==> src/design/lrfb_pkg.sv <==
// ----------------------------------------------------------------------------
// lrfb_pkg
// Shared types, codes and brightness tables for the LED ring frame builder.
// ----------------------------------------------------------------------------
package lrfb_pkg;

    // Default geometry
    localparam int LED_COUNT_C  = 12;
    localparam int QUAD_COUNT_C = 4;

    // Widest ring the slot masks are sized for
    localparam int LED_MAX_C  = 32;
    localparam int SLOT_W_C   = $clog2(LED_MAX_C);
    localparam int CNT_W_C    = SLOT_W_C + 1;

    // Percent saturation and scaling divisors
    localparam int PCT_MAX_C   = 100;
    localparam int FULL_DIV_C  = 100;
    localparam int HALF_DIV_C  = 200;
    localparam int ALL_SEL_C   = 255;

    // Header words
    localparam logic [15:0] HDR_SYNC_C     = 16'hFC00;
    localparam logic [15:0] HDR_IND_CMD_C  = 16'hFC02;
    localparam logic [15:0] HDR_IND_CFG_C  = 16'h9002;
    localparam logic [15:0] HDR_LEG_CMD_C  = 16'hFC00;
    localparam logic [15:0] HDR_LEG_CFG_C  = 16'h0000;

    // Operation codes
    localparam logic [1:0] OP_RING     = 2'd0;
    localparam logic [1:0] OP_HEAD     = 2'd1;
    localparam logic [1:0] OP_FILL     = 2'd2;
    localparam logic [1:0] OP_FILL_END = 2'd3;

    // Request word
    typedef struct packed {
        logic [1:0] operation;
        logic [6:0] red_percent;
        logic [6:0] green_percent;
        logic [6:0] blue_percent;
        logic [7:0] led_select;
    } t_req;

    // Result word
    typedef struct packed {
        logic [15:0] frame_word;
        logic        last_word;
    } t_rsp;

    // Classified job handed from front to back
    typedef struct packed {
        logic                 legacy;
        logic [CNT_W_C-1:0]   slot_cnt;
        logic [LED_MAX_C-1:0] full_mask;
        logic [LED_MAX_C-1:0] half_mask;
        logic [6:0]           red;
        logic [6:0]           green;
        logic [6:0]           blue;
    } t_job;

    // Queue status seen by front and back
    typedef struct packed {
        logic full;
        logic empty;
    } t_q_stat;

    // Frame sequencer states
    typedef enum logic [2:0] {
        SEQ_IDLE,
        SEQ_HDR0,
        SEQ_HDR1,
        SEQ_HDR2,
        SEQ_BLUE,
        SEQ_RED,
        SEQ_GREEN
    } t_seq_state;

    // Brightness lookup, indexed by saturated percent
    typedef logic [15:0] t_lvl_tbl [0:PCT_MAX_C];

    function automatic t_lvl_tbl build_full_tbl();
        t_lvl_tbl tbl;
        for (int i = 0; i <= PCT_MAX_C; i++) begin
            tbl[i] = 16'((i * 65535) / FULL_DIV_C);
        end
        return tbl;
    endfunction

    function automatic t_lvl_tbl build_half_tbl();
        t_lvl_tbl tbl;
        for (int i = 0; i <= PCT_MAX_C; i++) begin
            tbl[i] = 16'((i * 65535) / HALF_DIV_C);
        end
        return tbl;
    endfunction

    localparam t_lvl_tbl FULL_TBL = build_full_tbl();
    localparam t_lvl_tbl HALF_TBL = build_half_tbl();

endpackage

==> src/design/lrfb_queue.sv <==
// ----------------------------------------------------------------------------
// lrfb_queue
// Two-entry job queue between the request classifier and the frame sequencer.
// ----------------------------------------------------------------------------
module lrfb_queue (
    input  logic            i_clk,
    input  logic            i_rst_n,
    input  logic            i_push,
    input  lrfb_pkg::t_job  i_job,
    input  logic            i_pop,
    output lrfb_pkg::t_job  o_job,
    output lrfb_pkg::t_q_stat o_stat
);
    import lrfb_pkg::*;

    t_job       r_mem [0:1];
    logic       r_wr_ptr, n_wr_ptr;
    logic       r_rd_ptr, n_rd_ptr;
    logic [1:0] r_count,  n_count;
    logic       do_push, do_pop;

    // Status and guarded strobes
    assign o_stat.full  = (r_count == 2'd2);
    assign o_stat.empty = (r_count == 2'd0);
    assign do_push      = i_push && !o_stat.full;
    assign do_pop       = i_pop && !o_stat.empty;
    assign o_job        = r_mem[r_rd_ptr];

    // Pointer and count update
    always_comb begin
        n_wr_ptr = do_push ? !r_wr_ptr : r_wr_ptr;
        n_rd_ptr = do_pop  ? !r_rd_ptr : r_rd_ptr;
        n_count  = r_count + {1'b0, do_push} - {1'b0, do_pop};
    end

    always_ff @(posedge i_clk) begin
        if (!i_rst_n) begin
            r_wr_ptr <= 1'b0;
            r_rd_ptr <= 1'b0;
            r_count  <= 2'd0;
        end else begin
            r_wr_ptr <= n_wr_ptr;
            r_rd_ptr <= n_rd_ptr;
            r_count  <= n_count;
        end
    end

    // Entry storage, no reset
    always_ff @(posedge i_clk) begin
        if (do_push) begin
            r_mem[r_wr_ptr] <= i_job;
        end
    end

endmodule

==> src/design/lrfb_front.sv <==
// ----------------------------------------------------------------------------
// lrfb_front
// Accepts requests, saturates percents and works out which slots are lit at
// full and at half brightness. Holds the LED mode register.
// ----------------------------------------------------------------------------
module lrfb_front #(
    parameter int LED_COUNT  = lrfb_pkg::LED_COUNT_C,
    parameter int QUAD_COUNT = lrfb_pkg::QUAD_COUNT_C
) (
    input  logic              i_clk,
    input  logic              i_rst_n,
    // config write
    input  logic              i_cfg_valid,
    output logic              o_cfg_ready,
    input  logic              i_cfg_data,
    // request channel
    input  logic              i_in_valid,
    output logic              o_in_stall,
    input  lrfb_pkg::t_req    i_in_word,
    // queue side
    input  lrfb_pkg::t_q_stat i_q_stat,
    output logic              o_push,
    output lrfb_pkg::t_job    o_job
);
    import lrfb_pkg::*;

    logic       r_led_mode;
    logic [7:0] sel;
    logic [7:0] n_led8, n_ring8;
    logic       is_ring, legacy;
    logic       ring_ok, head_ok;
    logic [7:0] before8, after8, cnt8, start8;
    logic [LED_MAX_C-1:0] full_mask, half_mask;

    // Mode register, reset to individual LEDs
    assign o_cfg_ready = 1'b1;

    always_ff @(posedge i_clk) begin
        if (!i_rst_n) begin
            r_led_mode <= 1'b1;
        end else if (i_cfg_valid && o_cfg_ready) begin
            r_led_mode <= i_cfg_data;
        end
    end

    // Handshake: take a word whenever the queue has room
    assign o_in_stall = i_q_stat.full;
    assign o_push     = i_in_valid && !i_q_stat.full;

    // Frame geometry
    assign sel     = i_in_word.led_select;
    assign is_ring = (i_in_word.operation == OP_RING);
    assign legacy  = is_ring && !r_led_mode;
    assign n_led8  = 8'(LED_COUNT);
    assign n_ring8 = legacy ? 8'(QUAD_COUNT) : n_led8;

    assign ring_ok = (sel != 8'd0) && (sel <= n_ring8);
    assign head_ok = (sel != 8'd0) && (sel <= n_led8);

    // Head neighbours with wrap
    assign before8 = (sel == 8'd1)   ? n_led8 - 8'd1 : sel - 8'd2;
    assign after8  = (sel == n_led8) ? 8'd0          : sel;

    // Fill bounds
    assign cnt8   = (sel > n_led8) ? n_led8 : sel;
    assign start8 = (sel == 8'd0)  ? 8'd1   : sel;

    // Per-slot lit decisions
    always_comb begin
        full_mask = '0;
        half_mask = '0;
        for (int i = 0; i < LED_MAX_C; i++) begin
            unique case (i_in_word.operation)
                OP_RING: begin
                    full_mask[i] = (8'(i) < n_ring8) &&
                                   ((ring_ok && (sel == 8'(i + 1))) ||
                                    (sel == 8'(ALL_SEL_C)));
                end
                OP_HEAD: begin
                    full_mask[i] = head_ok && (sel == 8'(i + 1));
                    half_mask[i] = head_ok && ((before8 == 8'(i)) || (after8 == 8'(i)));
                end
                OP_FILL: begin
                    full_mask[i] = (8'(i) < n_led8) && (8'(i) + cnt8 >= n_led8);
                end
                OP_FILL_END: begin
                    full_mask[i] = (8'(i) < n_led8) &&
                                   ({1'b0, 8'(i)} + {1'b0, start8} <= {1'b0, n_led8});
                end
                default: begin
                    full_mask[i] = 1'b0;
                end
            endcase
        end
    end

    // Job word for the sequencer
    always_comb begin
        o_job.legacy    = legacy;
        o_job.slot_cnt  = CNT_W_C'(n_ring8);
        o_job.full_mask = full_mask;
        o_job.half_mask = half_mask;
        o_job.red   = (i_in_word.red_percent > 7'(PCT_MAX_C)) ?
                      7'(PCT_MAX_C) : i_in_word.red_percent;
        o_job.green = (i_in_word.green_percent > 7'(PCT_MAX_C)) ?
                      7'(PCT_MAX_C) : i_in_word.green_percent;
        o_job.blue  = (i_in_word.blue_percent > 7'(PCT_MAX_C)) ?
                      7'(PCT_MAX_C) : i_in_word.blue_percent;
    end

endmodule

==> src/design/lrfb_back.sv <==
// ----------------------------------------------------------------------------
// lrfb_back
// Frame sequencer: walks header and blue/red/green slot words of one job and
// drives them through a registered output stage.
// ----------------------------------------------------------------------------
module lrfb_back (
    input  logic              i_clk,
    input  logic              i_rst_n,
    // queue side
    input  lrfb_pkg::t_q_stat i_q_stat,
    input  lrfb_pkg::t_job    i_job,
    output logic              o_pop,
    // result channel
    output logic              o_out_valid,
    input  logic              i_out_stall,
    output lrfb_pkg::t_rsp    o_out_word
);
    import lrfb_pkg::*;

    t_seq_state            r_state, n_state;
    t_job                  r_job;
    logic [SLOT_W_C-1:0]   r_slot;
    logic                  r_out_valid;
    t_rsp                  r_out_word;

    logic        emit, advance, step, last;
    logic [6:0]  pct;
    logic [15:0] level, word;

    // Output stage can take a word
    assign advance = !r_out_valid || !i_out_stall;
    assign emit    = (r_state != SEQ_IDLE);
    assign step    = emit && advance;
    assign last    = (r_state == SEQ_GREEN) &&
                     ({1'b0, r_slot} == r_job.slot_cnt - CNT_W_C'(1));

    // Next state
    always_comb begin
        n_state = r_state;
        unique case (r_state)
            SEQ_IDLE:  n_state = i_q_stat.empty ? SEQ_IDLE : SEQ_HDR0;
            SEQ_HDR0:  if (step) n_state = SEQ_HDR1;
            SEQ_HDR1:  if (step) n_state = SEQ_HDR2;
            SEQ_HDR2:  if (step) n_state = SEQ_BLUE;
            SEQ_BLUE:  if (step) n_state = SEQ_RED;
            SEQ_RED:   if (step) n_state = SEQ_GREEN;
            SEQ_GREEN: begin
                if (step) begin
                    if (!last) begin
                        n_state = SEQ_BLUE;
                    end else begin
                        n_state = i_q_stat.empty ? SEQ_IDLE : SEQ_HDR0;
                    end
                end
            end
            default:   n_state = SEQ_IDLE;
        endcase
    end

    // Word selection and queue pop
    always_comb begin
        pct  = 7'd0;
        word = 16'h0000;
        unique case (r_state)
            SEQ_BLUE:  pct = r_job.blue;
            SEQ_RED:   pct = r_job.red;
            SEQ_GREEN: pct = r_job.green;
            default:   pct = 7'd0;
        endcase
        priority if (r_job.half_mask[r_slot]) begin
            level = HALF_TBL[pct];
        end else if (r_job.full_mask[r_slot]) begin
            level = FULL_TBL[pct];
        end else begin
            level = 16'h0000;
        end
        unique case (r_state)
            SEQ_HDR0: word = HDR_SYNC_C;
            SEQ_HDR1: word = r_job.legacy ? HDR_LEG_CMD_C : HDR_IND_CMD_C;
            SEQ_HDR2: word = r_job.legacy ? HDR_LEG_CFG_C : HDR_IND_CFG_C;
            SEQ_BLUE, SEQ_RED, SEQ_GREEN: word = level;
            default:  word = 16'h0000;
        endcase
        o_pop = !i_q_stat.empty &&
                ((r_state == SEQ_IDLE) || (step && last));
    end

    // Control registers
    always_ff @(posedge i_clk) begin
        if (!i_rst_n) begin
            r_state     <= SEQ_IDLE;
            r_out_valid <= 1'b0;
        end else begin
            r_state <= n_state;
            if (step) begin
                r_out_valid <= 1'b1;
            end else if (!i_out_stall) begin
                r_out_valid <= 1'b0;
            end
        end
    end

    // Payload registers
    always_ff @(posedge i_clk) begin
        if (o_pop) begin
            r_job  <= i_job;
            r_slot <= '0;
        end else if (step && (r_state == SEQ_GREEN)) begin
            r_slot <= r_slot + SLOT_W_C'(1);
        end
        if (step) begin
            r_out_word.frame_word <= word;
            r_out_word.last_word  <= last;
        end
    end

    assign o_out_valid = r_out_valid;
    assign o_out_word  = r_out_word;

endmodule

==> src/design/led_ring_frame_builder_unit.sv <==
// ----------------------------------------------------------------------------
// led_ring_frame_builder_unit
// Builds one LED driver frame per request: 3 header words, then blue, red,
// green per slot. Front classifies, a two-entry queue decouples, back emits.
// ----------------------------------------------------------------------------
// Path: request -> queue entry -> sequencer job register -> output register.
// Throughput: one word per cycle while i_out_stall is low, 3 + 3*LED_COUNT
//   words per frame (39 by default), 3 + 3*QUAD_COUNT for a legacy ring
//   frame; frames follow each other without a gap while the queue holds a
//   job, set by the one-word-per-cycle sequencer in the back end.
// Reset: synchronous, active low; clears queue, sequencer and output valid,
//   and sets the LED mode to individual LEDs.
module led_ring_frame_builder_unit #(
    parameter int LED_COUNT  = lrfb_pkg::LED_COUNT_C,
    parameter int QUAD_COUNT = lrfb_pkg::QUAD_COUNT_C
) (
    input  logic           i_clk,
    input  logic           i_rst_n,
    input  logic           i_cfg_valid,
    output logic           o_cfg_ready,
    input  logic           i_cfg_data,
    input  logic           i_in_valid,
    output logic           o_in_stall,
    input  lrfb_pkg::t_req i_in_word,
    output logic           o_out_valid,
    input  logic           i_out_stall,
    output lrfb_pkg::t_rsp o_out_word
);
    import lrfb_pkg::*;

    t_q_stat q_stat;
    t_job    push_job, pop_job;
    logic    push, pop;

    // Request classifier
    lrfb_front #(
        .LED_COUNT  (LED_COUNT),
        .QUAD_COUNT (QUAD_COUNT)
    ) u_front (
        .i_clk       (i_clk),
        .i_rst_n     (i_rst_n),
        .i_cfg_valid (i_cfg_valid),
        .o_cfg_ready (o_cfg_ready),
        .i_cfg_data  (i_cfg_data),
        .i_in_valid  (i_in_valid),
        .o_in_stall  (o_in_stall),
        .i_in_word   (i_in_word),
        .i_q_stat    (q_stat),
        .o_push      (push),
        .o_job       (push_job)
    );

    // Job queue
    lrfb_queue u_queue (
        .i_clk   (i_clk),
        .i_rst_n (i_rst_n),
        .i_push  (push),
        .i_job   (push_job),
        .i_pop   (pop),
        .o_job   (pop_job),
        .o_stat  (q_stat)
    );

    // Frame sequencer
    lrfb_back u_back (
        .i_clk       (i_clk),
        .i_rst_n     (i_rst_n),
        .i_q_stat    (q_stat),
        .i_job       (pop_job),
        .o_pop       (pop),
        .o_out_valid (o_out_valid),
        .i_out_stall (i_out_stall),
        .o_out_word  (o_out_word)
    );

endmodule

==> config.mk <==
export PLATFORM = sky130hd
export DESIGN_NAME = led_ring_frame_builder_unit
export DESIGN_NICKNAME = d
export VERILOG_FILES = /design/src/design/lrfb_pkg.sv /design/src/design/lrfb_queue.sv /design/src/design/lrfb_front.sv /design/src/design/lrfb_back.sv /design/src/design/led_ring_frame_builder_unit.sv
export SDC_FILE = /design/constraint.sdc
export NUM_CORES = 1
export LEC_CHECK = 0
export ABC_AREA = 1
export BUFFER_PORTS_ARGS = -buffer_cell sky130_fd_sc_hd__buf_2
export CAP_MARGIN = 25
export CORE_ASPECT_RATIO = 0.8
export CORE_UTILIZATION = 45
export CTS_CLUSTER_DIAMETER = 80
export DETAILED_ROUTE_END_ITERATION = 6
export SYNTH_ARGS = -nofsm -noshare
export SYNTH_HDL_FRONTEND = slang
export SYNTH_HIERARCHICAL = 1
export SYNTH_SLANG_ARGS = --single-unit
==> constraint.sdc <==
create_clock -name i_clk -period 20.9 [get_ports i_clk]
set_input_delay 5.225 -clock i_clk [delete_from_list [all_inputs] [get_ports i_clk]]
set_output_delay 5.225 -clock i_clk [all_outputs]
set_load 0.01 [all_outputs]
Yosys cells after proc, flatten, opt, wreduce, memory -nomap -nowiden

Memory sizes are Yosys's and may differ from the RTL's. A register that Yosys moved wholly into a read port is not among the register bits.
Index checks and enable logic that the tools add are counted.

Logic and storage cells: 540
Output and inout port bits: 20
Register bits after elaboration: 37
Bits in writable memories: 180
Memory bits (read-only): 4,096
Memories kept: 3
Latch bits: 0
Input bits: 37

Memory list:

| memory           | words | bits a word | rd ports | clocked after memory_dff | write ports | line             | source |
|---|---|---|---|---|---|---|---|
| (name not given) | 128   | 16          | 1        | 0                        | 0           | lrfb_back.sv:71  | `level = HALF_TBL[pct];` |
| (name not given) | 128   | 16          | 1        | 0                        | 0           | lrfb_back.sv:73  | `level = FULL_TBL[pct];` |
| u_queue.r_mem    | 2     | 90          | 1        | 1                        | 1           | lrfb_queue.sv:16 | `t_job r_mem [0:1];` |

Eq/ne operators: 113
Shifts and indexed selects: 0
Add/sub/neg operators: 27
Reductions and logical operators: 223
Bitwise operators: 1
Muxes and demuxes: 99
Div/mod/pow operators: 0
Multiply operators: 0
Order comparisons: 64

Operator list:

| cell                | count |
|---|---|
| $eq 8x5->1 const B  | 48 |
| $eq 8x4->1 const B  | 24 |
| $logic_and 1x1->1   | 139 |
| $lt 5x8->1 const A  | 16 |
| $mux 16             | 7 |
| $le 9x4->1 const B  | 11 |
| $eq 8x3->1 const B  | 12 |
| $ge 8x4->1 const B  | 12 |
| $logic_or 1x1->1    | 66 |
| $lt 4x8->1 const A  | 8 |
| $pmux 16 s4         | 1 |
| $pmux 1 s3          | 20 |
| $eq 8x2->1 const B  | 6 |
| $pmux 1 s4          | 12 |
| $mux 1              | 39 |
| $add 3x8->9 const A | 4 |
| $add 4x8->9 const A | 4 |
| $add 3x8->8 const A | 4 |
| $add 4x8->8 const A | 4 |
| $lt 3x8->1 const A  | 4 |
| $mux 8              | 4 |
| $eq 8x1->1 const B  | 3 |
| $logic_not 8->1     | 3 |
| $gt 7x7->1 const B  | 3 |
| other kinds (41)    | 73 |

Logic depth before layout (Yosys ltp)

Word-level depth: 9
Mapped depth: 21
Gate-level depth less buffers: 19

Hierarchy

Netlist, hierarchy kept.

By module, submodules not included:

| module     | area an instance (um^2) | seq. area each (um^2) | cells an instance | instances |
|---|---|---|---|---|
| lrfb_queue | 7,285.7                 | 5,625.4               | 324               | 1 |
| lrfb_back  | 6,799.0                 | 3,453.3               | 777               | 1 |
| lrfb_front | 2,820.2                 | 20.0                  | 520               | 1 |

Worst setup path after synthesis

OpenSTA, ideal clock, no wires.

Kind: input-to-reg
Start: in i_out_stall
End: reg u_queue.r_count[1]
Setup time: 115 ps
Arrival time: 10,794 ps
Slack: 9,991 ps
Stages on the path: 13
Path buffers: 0
Data required time: 20,785 ps
Path through: nand2_1 > inv_1 > o21ai_1 > inv_1 > nor2_1 > ha_1 > inv_1 > ha_1 > inv_1 > nand2_1 > nand3_1 > nand2_1 > nor2_1

Longest elaborated chain between the ends: 8

Ends and longest elaborated chain:

| what                     | line                              | source |
|---|---|---|
| from (decl)              | led_ring_frame_builder_unit.sv:26 | `input logic i_out_stall,` |
| $logic_not 1->1          | lrfb_back.sv:31                   | `assign advance = !r_out_valid \|\| !i_out_stall;` |
| $logic_or 1x1->1         | lrfb_back.sv:31                   |  |
| $logic_and 1x1->1        | lrfb_back.sv:33                   | `assign step = emit && advance;` |
| $logic_and 1x1->1        | lrfb_back.sv:85                   | `((r_state == SEQ_IDLE) \|\| (step && last));` |
| $logic_or 1x1->1         | lrfb_back.sv:85                   |  |
| $logic_and 1x1->1        | lrfb_back.sv:84                   | `o_pop = !i_q_stat.empty &&` |
| named net pop            | led_ring_frame_builder_unit.sv:33 | `logic push, pop;` |
| $logic_and 1x1->1        | lrfb_queue.sv:26                  | `assign do_pop = i_pop && !o_stat.empty;` |
| named net u_queue.do_pop | lrfb_queue.sv:20                  | `logic do_push, do_pop;` |
| $sub 2x1->2              | lrfb_queue.sv:33                  | `n_count = r_count + {1'b0, do_push} - {1'b0, do_pop};` |
| to (signal assigned)     | lrfb_queue.sv:44                  | `r_count <= n_count;` |
| to (decl)                | lrfb_queue.sv:19                  | `logic [1:0] r_count, n_count;` |

The timed path passes the listed nets, and every way through them passes these cells.
A chain may end at the register's enable or synchronous reset.

==> results.toml <==
[sta]
fmax_mhz = 125
finalWorstSetupSlack_ns = 12.89
holdWs_ns = 0.521
fin_crit_ns = 8.01
rsz0062_at_grt = "no"
tightest_slew_ns = 0.971
finClkSkew_ns = 0.0208
hold_viol = 0
finalSetupViolCount = 0
fin_setup_tns_ns = 0
maxSlewViolCount = 0
post-route-period-util_pct = 38.3
slew_headroom_pct = 35.3

[cells_and_area]
nets = 1706
drive_gt1_share_pct = 17.6
area_growth_syn_to_layout_pct = 7.51
final_cells = 2154
antenna_cells = 0
postLayoutCellArea_um2 = 18200
most-common-layout-cells = "327 x nand2_1, 293 x edfxtp_1, 180 x nand3_1, 111 x inv_1, 107 x nor2_1"
layout_commonest_cell = "nand2_1"

[drt]
wl_met1_um = 19700
drt_iter0_markers = 1221
highest_layer = "met4"
ant_nets = 0
drt-vias-per-instance = 5.42
wl_met3_um = 2960
vias = 11700
dr_wl_met2_um = 15500
drc = 0
wl_per_cell_um = 18.0
wl_um = 38700
dr.pass1.iters = 6

[power_and_ir_drop]
ir_drop_mv = 0.145
power_density_nw_per_um2 = 116
p_leak_uw = 0.00723

[yosys]
syn_area_um2 = 16900
ys_seq_elements = 308
synthDistinctLibCells = 62
async_flop_share_pct = 0
synthCells = 1621
synth-edff-count = 293
syn_area_per_cell_um2 = 10.4
ys.flop_type = "edfxtp_1"
synth_warnings = 6
yosysSeqAreaShare_pct = 53.8

[global_route]
grt_start_max_net_pins = 77
grt_pass1_vias = 10800
track_usage_pct = 20.4
grt_pass1_wl_um = 61000
grt_overflow = 0
antenna_found_initial = 0

[clock_network]
cts-hold-fix-buffers = 0
clock-sinks = 308
cts_tree = "built"
root_buffer = "clkbuf_16"
ctsResizeCount = 0
cts_buffers = 30
cts.path.max_buffers = 3
clk_pin_slew_ns = 0.06
post-cts-setup-buffer-count = 0
insertion_delay_ns = 0.56
htreeDepth = 1

[worst_setup_path]
start_kind = "input pin"
cp.arrival_ns = 8.26
r2r_start = "u_back/r_state[2]"
crit_type = "in -> reg"
reg2reg_depth = 11
r2r_slack_ns = 17.30
endpoint_kind = "register"
worstPathMaxFanout = 13
crit_required_ns = 21.15
rr_endpoint = "u_back/o_out_word[12]"

[hold_path]
min-delay-start = "u_queue/r_rd_ptr"
hp-class = "reg -> reg"
holdPathStages = 2

[die]
coreArea_um2 = 37000
die-area_um2 = 38400
top_level_ports = 57
initial_core_util_pct = 45.6
die_height_um = 175
die-width_um = 219
core.rowCount = 63

[run_status]
status = "completed"

[placement]
port_buffers = 55
gp_congestion = 0.959
dp_slack_ns = 12.38
place_area_um2 = 17100
dp.cells = 2097
dpl.hpwl_um = 26500

[flow_run]
cap_violations = 0
where the power goes:
group,leakage (uW),internal (uW),switching (uW)
logic,0.00386,211,329
clock network,0.000502,320,229
registers,0.00287,942,74.4
total,0.00723,1470,632
synthesized netlist by cell type (all sizes together), types with 2 or more instances:
cell / count / share of area [%]
nand2: 343 / 8.0
edfxtp: 293 / 52
nand3: 191 / 6.0
inv: 134 / 3.0
nor2: 128 / 3.6
buf: 103 / 5.0
mux2: 92 / 7.9
o21ai: 91 / 2.7
a21oi: 66 / 2.1
ha: 26 / 1.9
nand4: 23 / 0.98
o211ai: 16 / 0.71
dfxtp: 15 / 1.8
nor3: 15 / 0.47
xor2: 15 / 0.78
clkbuf: 12 / 0.27
a31oi: 7 / 0.26
o22ai: 6 / 0.22
o31ai: 6 / 0.30
xnor2: 5 / 0.26
clkinv: 4 / 0.096
nand3b: 4 / 0.33
or2: 4 / 0.15
o2111ai: 3 / 0.16
a211oi: 2 / 0.089
a22oi: 2 / 0.089
and2: 2 / 0.074
conb: 2 / 0.044
nor3b: 2 / 0.16
nor4: 2 / 0.074
o21bai: 2 / 0.11
o221ai: 2 / 0.10
metal layers:
metal  vias to the layer above  GRT usage (%)
met2                       438           28.0
met4                         0           3.79
met3                        60           3.13
met5                         -              0
li1                       5596              -
met1                      5583           33.4
through the flow:
| stage | total power [uW] | utilization [%] |
|---|---|---|
| after global routing | 2220 | 49.1 |
| after global placement | 1560 | 46.2 |
| after floorplan | 1460 | - |
| final | 2100 | 49.1 |
| after CTS | 2120 | 49.0 |
| after detailed placement | 1570 | 46.2 |
state kept, by name (all words and copies together), names as in the netlist, named ones only:
name / cells
u_back/r_job: 92
u_queue/r_rd_ptr: 1
u_queue/r_count: 2
u_front/r_led_mode: 1
u_back/o_out_valid: 1
u_back/r_slot: 5
u_queue/r_wr_ptr: 1
u_back/r_state: 3
u_back/o_out_word: 17
u_queue/r_mem: 184
logic make-up after synthesis:
logic type	after synthesis	share of synthesized area [%]
AO/OA/AOI/OAI	206	6.98
other	2	0.0444
multiplexers	92	7.90
adder cells (fa/ha/maj)	26	1.92
flip-flops	308	53.8
XOR/XNOR	20	1.04
buffers and inverters	253	8.39
AND/OR/NAND/NOR	714	19.9
layout make-up:
type,count,area [um2]
fill,3401,18900
sequential,308,9100
tap,487,609
inverter,138,526
timing repair buffer,64,363
clock inverter,11,124
clock buffer,45,888
multi-input combinational,1101,6560
critical path, cell delays in order:
cell and delay, ns:
buf_2 0.22, clkinv_1 0.39, ha_1 0.42, nand2_1 0.15, inv_1 0.07, nand2_2 0.11
nand2_4 0.13, inv_2 0.16, ha_1 0.40, inv_1 0.19, nand2_1 0.13, inv_1 0.07
nor2_1 0.11, o21ai_0 0.09, o21ai_0 0.08, nor2_1 0.06, o21ai_0 0.09, nand4_1 0.15
worst max-delay path by stage:
| stage | from | endpoint | cells after the start |
|---|---|---|---|
| 2_1_floorplan | i_out_stall | u_queue/r_count[1] | 13 |
| 3_3_place_gp | i_in_word[2] | u_queue/r_mem[0][62] | 18 |
| 3_5_place_dp | i_in_word[2] | u_queue/r_mem[0][62] | 18 |
| 4_1_cts | i_in_word[2] | u_queue/r_mem[0][62] | 18 |
| 5_1_grt | i_in_word[2] | u_queue/r_mem[0][62] | 18 |
| 6_report | i_in_word[2] | u_queue/r_mem[0][62] | 18 |
Power figures use the tool's default switching activity.
